File: src/tsni_pkg.sv
package tsni_pkg;

   localparam int ByteW = 8;
   localparam int LenW  = 17;
   localparam int SumW  = 18;
   localparam int MaxW  = 9;

   // parse phases
   localparam logic [4:0] PH_REC_TYPE  = 5'd0;
   localparam logic [4:0] PH_REC_MAJOR = 5'd1;
   localparam logic [4:0] PH_REC_MINOR = 5'd2;
   localparam logic [4:0] PH_FRAG_HI   = 5'd3;
   localparam logic [4:0] PH_FRAG_LO   = 5'd4;
   localparam logic [4:0] PH_HS_TYPE   = 5'd5;
   localparam logic [4:0] PH_SESS_LEN  = 5'd6;
   localparam logic [4:0] PH_CS_HI     = 5'd7;
   localparam logic [4:0] PH_CS_LO     = 5'd8;
   localparam logic [4:0] PH_COMP_LEN  = 5'd9;
   localparam logic [4:0] PH_EXTS_HI   = 5'd10;
   localparam logic [4:0] PH_EXTS_LO   = 5'd11;
   localparam logic [4:0] PH_ETYPE_HI  = 5'd12;
   localparam logic [4:0] PH_ETYPE_LO  = 5'd13;
   localparam logic [4:0] PH_ELEN_HI   = 5'd14;
   localparam logic [4:0] PH_ELEN_LO   = 5'd15;
   localparam logic [4:0] PH_LIST_HI   = 5'd16;
   localparam logic [4:0] PH_LIST_LO   = 5'd17;
   localparam logic [4:0] PH_NAME_TYPE = 5'd18;
   localparam logic [4:0] PH_HLEN_HI   = 5'd19;
   localparam logic [4:0] PH_HLEN_LO   = 5'd20;
   localparam logic [4:0] PH_HOST_DATA = 5'd21;

   // final status codes
   localparam logic [1:0] ST_NONE       = 2'd0;
   localparam logic [1:0] ST_FOUND      = 2'd1;
   localparam logic [1:0] ST_INCOMPLETE = 2'd2;
   localparam logic [1:0] ST_ERROR      = 2'd3;

   localparam logic [7:0]  REC_HANDSHAKE   = 8'h16;
   localparam logic [7:0]  REC_MAJOR       = 8'h03;
   localparam logic [7:0]  HS_CLIENT_HELLO = 8'h01;
   localparam logic [15:0] EXT_SERVER_NAME = 16'h0000;
   localparam logic [7:0]  NAME_HOST       = 8'h00;
   // handshake length (3) + client version (2) + random (32)
   localparam logic [15:0] HELLO_SKIP      = 16'd37;
   localparam logic [LenW-1:0] POS_MAX     = 17'h1FFFF;
   localparam logic [MaxW-1:0] MAX_HOST_RESET = 9'd256 - 9'd0;

   typedef struct packed {
      logic [ByteW-1:0] data_byte;
      logic [LenW-1:0]  buffer_length;
      logic             end_of_buffer;
   } beat_type;

   typedef struct packed {
      logic             has;
      logic [ByteW-1:0] host_byte;
      logic             byte_valid;
      logic [1:0]       status;
      logic             done_res;
   } result_type;

endpackage

File: src/tls_sni_extractor.sv
// tls_sni_extractor: streams the server-name hostname out of a TLS ClientHello record
//
// req channel: one record byte per beat, with the buffer's total length and an end
//   mark on the last byte. The parser restarts after every end mark.
// rsp channel: zero or one beat per input byte. A hostname byte comes with
//   byte_valid set; each buffer ends in exactly one beat with done_res set and
//   status found, incomplete or error (the last hostname byte may carry both).
// csr port: csr_wr_en writes max_hostname_length; write only while idle.
//
// a byte sits in the input register and its result, once the output register is free,
//   is registered into the output register, which drives rsp_valid.
// throughput: one byte per cycle while the output register is free; the parse step is a
//   single pass of logic between the input register and the output register.
// a stalled receiver holds the output register; the input register keeps
//   taking one more byte, then req_ready drops until rsp_ready returns.
// reset: parser back to the record header, max_hostname_length back to 256,
//   both registers emptied.
module tls_sni_extractor (
   input  logic                              clock,
   input  logic                              reset,
   input  logic                              req_valid,
   output logic                              req_ready,
   input  logic [tsni_pkg::ByteW-1:0]        req_data_byte,
   input  logic [tsni_pkg::LenW-1:0]         req_buffer_length,
   input  logic                              req_end_of_buffer,
   output logic                              rsp_valid,
   input  logic                              rsp_ready,
   output logic [tsni_pkg::ByteW-1:0]        rsp_host_byte,
   output logic                              rsp_byte_valid,
   output logic [1:0]                        rsp_status,
   output logic                              rsp_done_res,
   input  logic                              csr_wr_en,
   input  logic [tsni_pkg::MaxW-1:0]         csr_wr_data
);

   logic                   in_valid_ff;
   tsni_pkg::beat_type     in_beat_ff;
   logic                   out_valid_ff;
   tsni_pkg::result_type   out_res_ff;
   tsni_pkg::result_type   result;
   logic                   out_free;
   logic                   fire;
   logic                   req_take;

   assign out_free  = !out_valid_ff || rsp_ready;
   assign fire      = in_valid_ff && out_free;
   assign req_ready = !in_valid_ff || out_free;
   assign req_take  = req_valid && req_ready;

   always_ff @(posedge clock) begin
      if (reset) begin
         in_valid_ff <= 1'b0;
      end else if (req_take) begin
         in_valid_ff <= 1'b1;
      end else if (fire) begin
         in_valid_ff <= 1'b0;
      end
   end

   always_ff @(posedge clock) begin
      if (req_take) begin
         in_beat_ff.data_byte     <= req_data_byte;
         in_beat_ff.buffer_length <= req_buffer_length;
         in_beat_ff.end_of_buffer <= req_end_of_buffer;
      end
   end

   tsni_core u_core (
      .clock       (clock),
      .reset       (reset),
      .fire        (fire),
      .beat        (in_beat_ff),
      .csr_wr_en   (csr_wr_en),
      .csr_wr_data (csr_wr_data),
      .result      (result)
   );

   always_ff @(posedge clock) begin
      if (reset) begin
         out_valid_ff <= 1'b0;
      end else if (fire) begin
         out_valid_ff <= result.has;
      end else if (rsp_ready) begin
         out_valid_ff <= 1'b0;
      end
   end

   always_ff @(posedge clock) begin
      if (fire && result.has) begin
         out_res_ff <= result;
      end
   end

   assign rsp_valid      = out_valid_ff;
   assign rsp_host_byte  = out_res_ff.host_byte;
   assign rsp_byte_valid = out_res_ff.byte_valid;
   assign rsp_status     = out_res_ff.status;
   assign rsp_done_res   = out_res_ff.done_res;

endmodule

File: src/tsni_core.sv
module tsni_core (
   input  logic                                clock,
   input  logic                                reset,
   input  logic                                fire,
   input  tsni_pkg::beat_type                  beat,
   input  logic                                csr_wr_en,
   input  logic [tsni_pkg::MaxW-1:0]           csr_wr_data,
   output tsni_pkg::result_type                result
);

   logic [4:0]                  phase_ff, phase_in;
   logic [tsni_pkg::LenW-1:0]   pos_ff, pos_in;
   logic [15:0]                 skip_ff, skip_in;
   logic [tsni_pkg::LenW-1:0]   ext_end_ff, ext_end_in;
   logic [7:0]                  hold_ff, hold_in;
   logic [15:0]                 ext_type_ff, ext_type_in;
   logic [15:0]                 host_ff, host_in;
   logic                        decided_ff, decided_in;
   logic [tsni_pkg::MaxW-1:0]   max_host_ff;

   logic [7:0]                  b;
   logic [15:0]                 w;
   logic [15:0]                 host_dec;
   logic [tsni_pkg::SumW-1:0]   p18, len18, end18;
   logic [tsni_pkg::SumW-1:0]   s_p1, s_hello, s_b3, s_cs, s_w1, s_sni, s_skip, s_frag;
   logic                        fin;
   logic [1:0]                  fin_st;
   logic                        host_out;

   assign b        = beat.data_byte;
   assign w        = {hold_ff, b};
   assign host_dec = host_ff - 16'd1;
   assign p18      = {1'b0, pos_ff};
   assign len18    = {1'b0, beat.buffer_length};
   assign end18    = {1'b0, ext_end_ff};

   assign s_p1    = p18 + 18'd1;
   assign s_hello = p18 + 18'd38;
   assign s_b3    = p18 + 18'd3 + {10'd0, b};
   assign s_cs    = p18 + 18'd2 + {2'd0, w};
   assign s_w1    = p18 + 18'd1 + {2'd0, w};
   assign s_sni   = p18 + 18'd3;
   assign s_skip  = p18 + 18'd5 + {2'd0, w};
   assign s_frag  = 18'd5 + {2'd0, w};

   always_comb begin
      phase_in    = phase_ff;
      pos_in      = pos_ff;
      skip_in     = skip_ff;
      ext_end_in  = ext_end_ff;
      hold_in     = hold_ff;
      ext_type_in = ext_type_ff;
      host_in     = host_ff;
      fin         = 1'b0;
      fin_st      = tsni_pkg::ST_NONE;
      host_out    = 1'b0;

      if (!decided_ff) begin
         if (skip_ff != 16'd0) begin
            skip_in = skip_ff - 16'd1;
         end else begin
            case (phase_ff)
               tsni_pkg::PH_REC_TYPE: begin
                  if (len18 < 18'd5) begin
                     fin = 1'b1; fin_st = tsni_pkg::ST_INCOMPLETE;
                  end else if (b != tsni_pkg::REC_HANDSHAKE) begin
                     fin = 1'b1; fin_st = tsni_pkg::ST_ERROR;
                  end else begin
                     phase_in = tsni_pkg::PH_REC_MAJOR;
                  end
               end
               tsni_pkg::PH_REC_MAJOR: begin
                  if (b != tsni_pkg::REC_MAJOR) begin
                     fin = 1'b1; fin_st = tsni_pkg::ST_ERROR;
                  end else begin
                     phase_in = tsni_pkg::PH_REC_MINOR;
                  end
               end
               tsni_pkg::PH_REC_MINOR: begin
                  phase_in = tsni_pkg::PH_FRAG_HI;
               end
               tsni_pkg::PH_FRAG_LO: begin
                  if (len18 < s_frag) begin
                     fin = 1'b1; fin_st = tsni_pkg::ST_INCOMPLETE;
                  end else begin
                     phase_in = tsni_pkg::PH_HS_TYPE;
                  end
               end
               tsni_pkg::PH_HS_TYPE: begin
                  if (b != tsni_pkg::HS_CLIENT_HELLO) begin
                     fin = 1'b1; fin_st = tsni_pkg::ST_ERROR;
                  end else begin
                     skip_in = tsni_pkg::HELLO_SKIP;
                     if (s_hello >= len18) begin
                        fin = 1'b1; fin_st = tsni_pkg::ST_ERROR;
                     end else begin
                        phase_in = tsni_pkg::PH_SESS_LEN;
                     end
                  end
               end
               tsni_pkg::PH_SESS_LEN: begin
                  if (s_b3 >= len18) begin
                     fin = 1'b1; fin_st = tsni_pkg::ST_ERROR;
                  end else begin
                     skip_in  = {8'd0, b};
                     phase_in = tsni_pkg::PH_CS_HI;
                  end
               end
               tsni_pkg::PH_CS_LO: begin
                  if (s_cs >= len18) begin
                     fin = 1'b1; fin_st = tsni_pkg::ST_ERROR;
                  end else begin
                     skip_in  = w;
                     phase_in = tsni_pkg::PH_COMP_LEN;
                  end
               end
               tsni_pkg::PH_COMP_LEN: begin
                  if (s_b3 >= len18) begin
                     fin = 1'b1; fin_st = tsni_pkg::ST_ERROR;
                  end else begin
                     skip_in  = {8'd0, b};
                     phase_in = tsni_pkg::PH_EXTS_HI;
                  end
               end
               tsni_pkg::PH_EXTS_LO: begin
                  if (s_w1 > len18) begin
                     fin = 1'b1; fin_st = tsni_pkg::ST_INCOMPLETE;
                  end else begin
                     ext_end_in = s_w1[tsni_pkg::LenW-1:0];
                     // no room for even one extension header
                     if (w < 16'd4) begin
                        fin = 1'b1; fin_st = tsni_pkg::ST_ERROR;
                     end else begin
                        phase_in = tsni_pkg::PH_ETYPE_HI;
                     end
                  end
               end
               tsni_pkg::PH_ETYPE_LO: begin
                  ext_type_in = w;
                  phase_in    = tsni_pkg::PH_ELEN_HI;
               end
               tsni_pkg::PH_ELEN_LO: begin
                  if (ext_type_ff == tsni_pkg::EXT_SERVER_NAME) begin
                     if (s_sni > end18) begin
                        fin = 1'b1; fin_st = tsni_pkg::ST_ERROR;
                     end else begin
                        phase_in = tsni_pkg::PH_LIST_HI;
                     end
                  end else begin
                     // skip this extension, next header must still fit
                     if (s_skip > end18) begin
                        fin = 1'b1; fin_st = tsni_pkg::ST_ERROR;
                     end else begin
                        skip_in  = w;
                        phase_in = tsni_pkg::PH_ETYPE_HI;
                     end
                  end
               end
               tsni_pkg::PH_LIST_HI: begin
                  phase_in = tsni_pkg::PH_LIST_LO;
               end
               tsni_pkg::PH_LIST_LO: begin
                  phase_in = tsni_pkg::PH_NAME_TYPE;
               end
               tsni_pkg::PH_NAME_TYPE: begin
                  if (b != tsni_pkg::NAME_HOST) begin
                     fin = 1'b1; fin_st = tsni_pkg::ST_ERROR;
                  end else begin
                     phase_in = tsni_pkg::PH_HLEN_HI;
                  end
               end
               tsni_pkg::PH_HLEN_LO: begin
                  if ((s_w1 > end18) || (w >= {7'd0, max_host_ff})) begin
                     fin = 1'b1; fin_st = tsni_pkg::ST_ERROR;
                  end else if (w == 16'd0) begin
                     fin = 1'b1; fin_st = tsni_pkg::ST_FOUND;
                  end else begin
                     host_in  = w;
                     phase_in = tsni_pkg::PH_HOST_DATA;
                  end
               end
               tsni_pkg::PH_HOST_DATA: begin
                  host_out = 1'b1;
                  host_in  = host_dec;
                  if (host_dec == 16'd0) begin
                     fin = 1'b1; fin_st = tsni_pkg::ST_FOUND;
                  end
               end
               tsni_pkg::PH_FRAG_HI, tsni_pkg::PH_CS_HI, tsni_pkg::PH_EXTS_HI,
               tsni_pkg::PH_ETYPE_HI, tsni_pkg::PH_ELEN_HI, tsni_pkg::PH_HLEN_HI: begin
                  hold_in  = b;
                  phase_in = phase_ff + 5'd1;
               end
               default: begin
                  fin = 1'b1; fin_st = tsni_pkg::ST_ERROR;
               end
            endcase
         end
         // the next byte would lie past the buffer end
         if (!fin && (s_p1 >= len18)) begin
            fin = 1'b1; fin_st = tsni_pkg::ST_ERROR;
         end
      end

      if (pos_ff != tsni_pkg::POS_MAX) begin
         pos_in = pos_ff + 17'd1;
      end

      if (beat.end_of_buffer && !decided_ff && !fin) begin
         fin = 1'b1; fin_st = tsni_pkg::ST_INCOMPLETE;
      end

      decided_in = decided_ff | fin;

      if (beat.end_of_buffer) begin
         phase_in    = tsni_pkg::PH_REC_TYPE;
         pos_in      = '0;
         skip_in     = '0;
         ext_end_in  = '0;
         hold_in     = '0;
         ext_type_in = '0;
         host_in     = '0;
         decided_in  = 1'b0;
      end

      result.has        = fin | host_out;
      result.host_byte  = host_out ? b : 8'd0;
      result.byte_valid = host_out;
      result.status     = fin_st;
      result.done_res   = fin;
   end

   always_ff @(posedge clock) begin
      if (reset) begin
         phase_ff    <= tsni_pkg::PH_REC_TYPE;
         pos_ff      <= '0;
         skip_ff     <= '0;
         ext_end_ff  <= '0;
         hold_ff     <= '0;
         ext_type_ff <= '0;
         host_ff     <= '0;
         decided_ff  <= 1'b0;
      end else if (fire) begin
         phase_ff    <= phase_in;
         pos_ff      <= pos_in;
         skip_ff     <= skip_in;
         ext_end_ff  <= ext_end_in;
         hold_ff     <= hold_in;
         ext_type_ff <= ext_type_in;
         host_ff     <= host_in;
         decided_ff  <= decided_in;
      end
   end

   always_ff @(posedge clock) begin
      if (reset) begin
         max_host_ff <= tsni_pkg::MAX_HOST_RESET;
      end else if (csr_wr_en) begin
         max_host_ff <= csr_wr_data;
      end
   end

   // once decided, nothing more is produced until the end mark
   a_quiet_after_done: assert property (@(posedge clock) disable iff (reset)
      fire && decided_ff |-> !result.has)
      else $error("result produced after final status");

   a_sticky_decided: assert property (@(posedge clock) disable iff (reset)
      fire && decided_ff && !beat.end_of_buffer |=> decided_ff)
      else $error("decided cleared without end mark");

   a_restart: assert property (@(posedge clock) disable iff (reset)
      fire && beat.end_of_buffer |=> !decided_ff && (pos_ff == '0)
         && (phase_ff == tsni_pkg::PH_REC_TYPE))
      else $error("parser did not restart after end mark");

   a_host_phase: assert property (@(posedge clock) disable iff (reset)
      fire && result.byte_valid |-> (phase_ff == tsni_pkg::PH_HOST_DATA) && (host_ff != 16'd0))
      else $error("hostname byte outside hostname field");

   a_done_status: assert property (@(posedge clock) disable iff (reset)
      fire && result.done_res |-> (result.status != tsni_pkg::ST_NONE))
      else $error("final result without status");

endmodule
File: config.mk
export PLATFORM = sky130hd
export DESIGN_NAME = tls_sni_extractor
export DESIGN_NICKNAME = d
export VERILOG_FILES = /design/src/tsni_pkg.sv /design/src/tls_sni_extractor.sv /design/src/tsni_core.sv
export SDC_FILE = /design/constraint.sdc
export NUM_CORES = 1
export LEC_CHECK = 0
export ABC_AREA = 1
export BUFFER_PORTS_ARGS = -buffer_cell sky130_fd_sc_hd__buf_2
export CAP_MARGIN = 20
export CORE_MARGIN = 1
export CORE_UTILIZATION = 40
export CTS_CLUSTER_SIZE = 40
export DETAILED_ROUTE_END_ITERATION = 10
export SKIP_LAST_GASP = 1
export SLEW_MARGIN = 25
export SYNTH_ARGS = -nofsm -noshare
export SYNTH_HDL_FRONTEND = slang
export SYNTH_SLANG_ARGS = --single-unit
File: constraint.sdc
create_clock -name clock -period 7.3 [get_ports clock]
set_input_delay 1.825 -clock clock [delete_from_list [all_inputs] [get_ports clock]]
set_output_delay 1.825 -clock clock [all_outputs]
set_load 0.02 [all_outputs]
==> metrics <==
asr flop ratio synth 0%; Layout Nets between 2000 and 2500; outcome complete, no violations; Post-Route WL 50.9 mm; P per Cell Area 149 mW/mm2; first-iteration detailed-routing DRC count between 1000 and 1500; antenna cells 0; critical path endpoint u_core.ext_end_ff[16]; CTS Sinks about 150; First-pass DRT Iterations 6; Skew-Pair Late Insertion Delay approximately 0.44 ns; Vias about 15000; CP Launch Type register; CP Class register to register; GPL Wtd Cong just under 1; Largest stage delay, worst path around 0.58 ns; Main synth FF type dfxtp_1; DP Cell Count between 2000 and 3000; Crit path arrival time roughly 6.8 ns; clock root cell clkbuf_16; r2r worst-path depth 32; register area share after synthesis 22.1%; antenna violations before repair 0; site row count 70; setup ws final about 0.84 ns; setup TNS 0 ns; post-CTS setup buffers 0; Top cell by count, worst path nand2_1; Critical Path RT ~7.6 ns; CP Capture Type register; TritonCTS buffer count 17; Yosys reg bits ~150; CTS max path bufs 2; DP Worst Slack roughly 1.1 ns; first-pass GRT wire length approximately 80 mm; dominant cells by area after synthesis ha_1, dfxtp_1, nand2_1, edfxtp_1, a21oi_1; Max VDD drop 138 uV; Tot GR Track Use 26.9%; final core utilization 44.3%; final std cells w/o fill 2624; Post-synth EDFFs 38; slew margin rel. a little under two fifths; Reg-to-Reg Start u_core.pos_ff[2]; Leak approximately 7.9 nW; DRC 0; hold slack about 0.46 ns; DIE AREA about 0.038 mm2; worst min-delay path category register to register; routed len/inst around 19 um; Mean Syn Cell Area roughly 7 um2; Distinct cells, synth 64; clock skew around 0.015 ns; Critical Path Slowest Stage Cell clkinv_1; fin. max-slew vios 0; die height 195 um; Mapped Cells 2106; share of layout cells above drive strength 1 approximately 7.7%; Final min period 6.46 ns; area grow syn2layout 9.07%; Tightest Pin Transition 0.940 ns; fmax 155 MHz; Hold Path Origin u_core.max_host_ff[1]; Synth area leader ha_1; warning count from the yosys run 0; # port buffers 53; period utilisation layout roughly nine tenths; reg2reg end u_core.ext_end_ff[16]; Ports 54; largest net degree at the start of global routing 85; # setup viols final 0; hpwl dp about 41 mm; width of the chip roughly 190 um; syn nets roughly 2400; Via density 5.56; Hold Path Cell Cnt 2; post-route ant nets 0; gr ovfl total 0; CTS tree yes; setup slack, reg-to-reg about 0.84 ns; Synth top area share approximately 20%; hold_buf cts 0; H-tree levels 4; clk slew on worst S/H paths around 0.070 ns; Final Hold Viols 0; RSZ-0062 raised after global routing no; MaxCap Viol Count 0; starting density of the core 40.6%; core footprint about 0.037 mm2; vias in the first global route between 10000 and 15000; CP max FO 18; mapped cell area 0.0148 mm2; post-CTS resize count 0; Crit. Startpoint u_core.pos_ff[2]
## worst max-delay path, delay by kind of cell, from the launching register on
family | cells | cell delay, ns
and+or+nand+nor | 15 | 1.91
buffers and inverters | 4 | 0.88
DFF | 1 | 0.56
AOI/OAI and AO/OA | 8 | 1.59
xor gates and xnor gates | 2 | 0.45
adders and majority gates | 3 | 0.91
## logic make-up (layout without fill, tap and decap cells)
logic type	after synthesis	in the layout	synth area share (%)
compound gates	390	390	15.1
xor+xnor	122	122	7.48
fa+ha+maj	247	247	21.0
buf+inv	324	374	8.52
flops	145	145	22.1
simple gates	878	878	25.7
## Yosys cell counts, drive strengths merged (10+ instances only)
cell type  count
nor4          19
dfxtp        107
nand4         29
xor2          96
nand3         96
a211oi        23
a31oi         15
ha           243
inv          273
xnor2         26
nor3          45
nor2         230
a21oi        207
clkbuf        25
buf           22
o21ai         88
o22ai         10
nand2        446
edfxtp        38
## report_power, final
| group | leakage [nW] | internal, mW | switching (mW) |
|---|---|---|---|
| logic | 6.37 | 0.204 | 0.398 |
| clock network | 0.292 | 0.506 | 0.405 |
| registers | 1.24 | 0.857 | 0.0380 |
## layout make-up
cell class,instances,area [um2]
Clock buffer,20,468
Fill cell,3725,20300
Timing Repair Buffer,65,369
Multi-Input combinational cell,1637,10300
Tap cell,468,586
Sequential cell,145,3280
Clock inverter,12,119
Inverter,277,1040
## metal layers
metal	share of wire (%)	GRT usage, %
met1	46	37.1
met2	43	42.1
met3	6.9	3.71
met4	3.7	10.6
met5	0	0
## per-stage QoR
step,area (um2),power (mW)
floorplan,14800,1.31
global placement,15600,1.49
detailed placement,15600,1.50
CTS,16200,2.41
global route,16200,2.52
finish,16200,2.41
## placed cells by master, fill, tap and decap left out, types with 8 or more instances in the layout
cell type	synthesis	final
o22ai_1	10	10
dfxtp_1	107	107
buf_4	2	11
nand2_1	426	426
clkbuf_16	0	18
nor2_2	13	13
o21ai_0	83	83
nand4_1	28	28
ha_1	243	243
a21oi_1	204	204
nor2_1	213	213
edfxtp_1	38	38
inv_1	266	265
buf_2	13	52
a31oi_1	15	15
nand2_2	17	17
xor2_1	92	92
xnor2_1	26	26
nor4_1	18	18
o21a_1	8	8
nor3_1	44	42
a211oi_1	16	16
nand3_1	93	93
## state kept, by name, indices dropped and copies added (netlist names)
register and count:
u_core.ext_type_ff 16, rsp_done_res 1, u_core.phase_ff 5, rsp_status 2
u_core.skip_ff 16, u_core.hold_ff 8, rsp_valid 1, u_core.decided_ff 1
rsp_byte_valid 1, u_core.max_host_ff 9, in_beat_ff 26, u_core.pos_ff 17
u_core.ext_end_ff 17, in_valid_ff 1, rsp_host_byte 8, u_core.host_ff 16
## worst min path at each step
| stage | endpoint |
|---|---|
| 2_1_floorplan | u_core.max_host_ff[1] |
| 3_3_place_gp | u_core.ext_type_ff[8] |
| 3_5_place_dp | u_core.ext_end_ff[15] |
| 4_1_cts | u_core.max_host_ff[1] |
| 5_1_grt | u_core.max_host_ff[1] |
| 6_report | u_core.max_host_ff[1] |
Power figures use the tool's default switching activity.
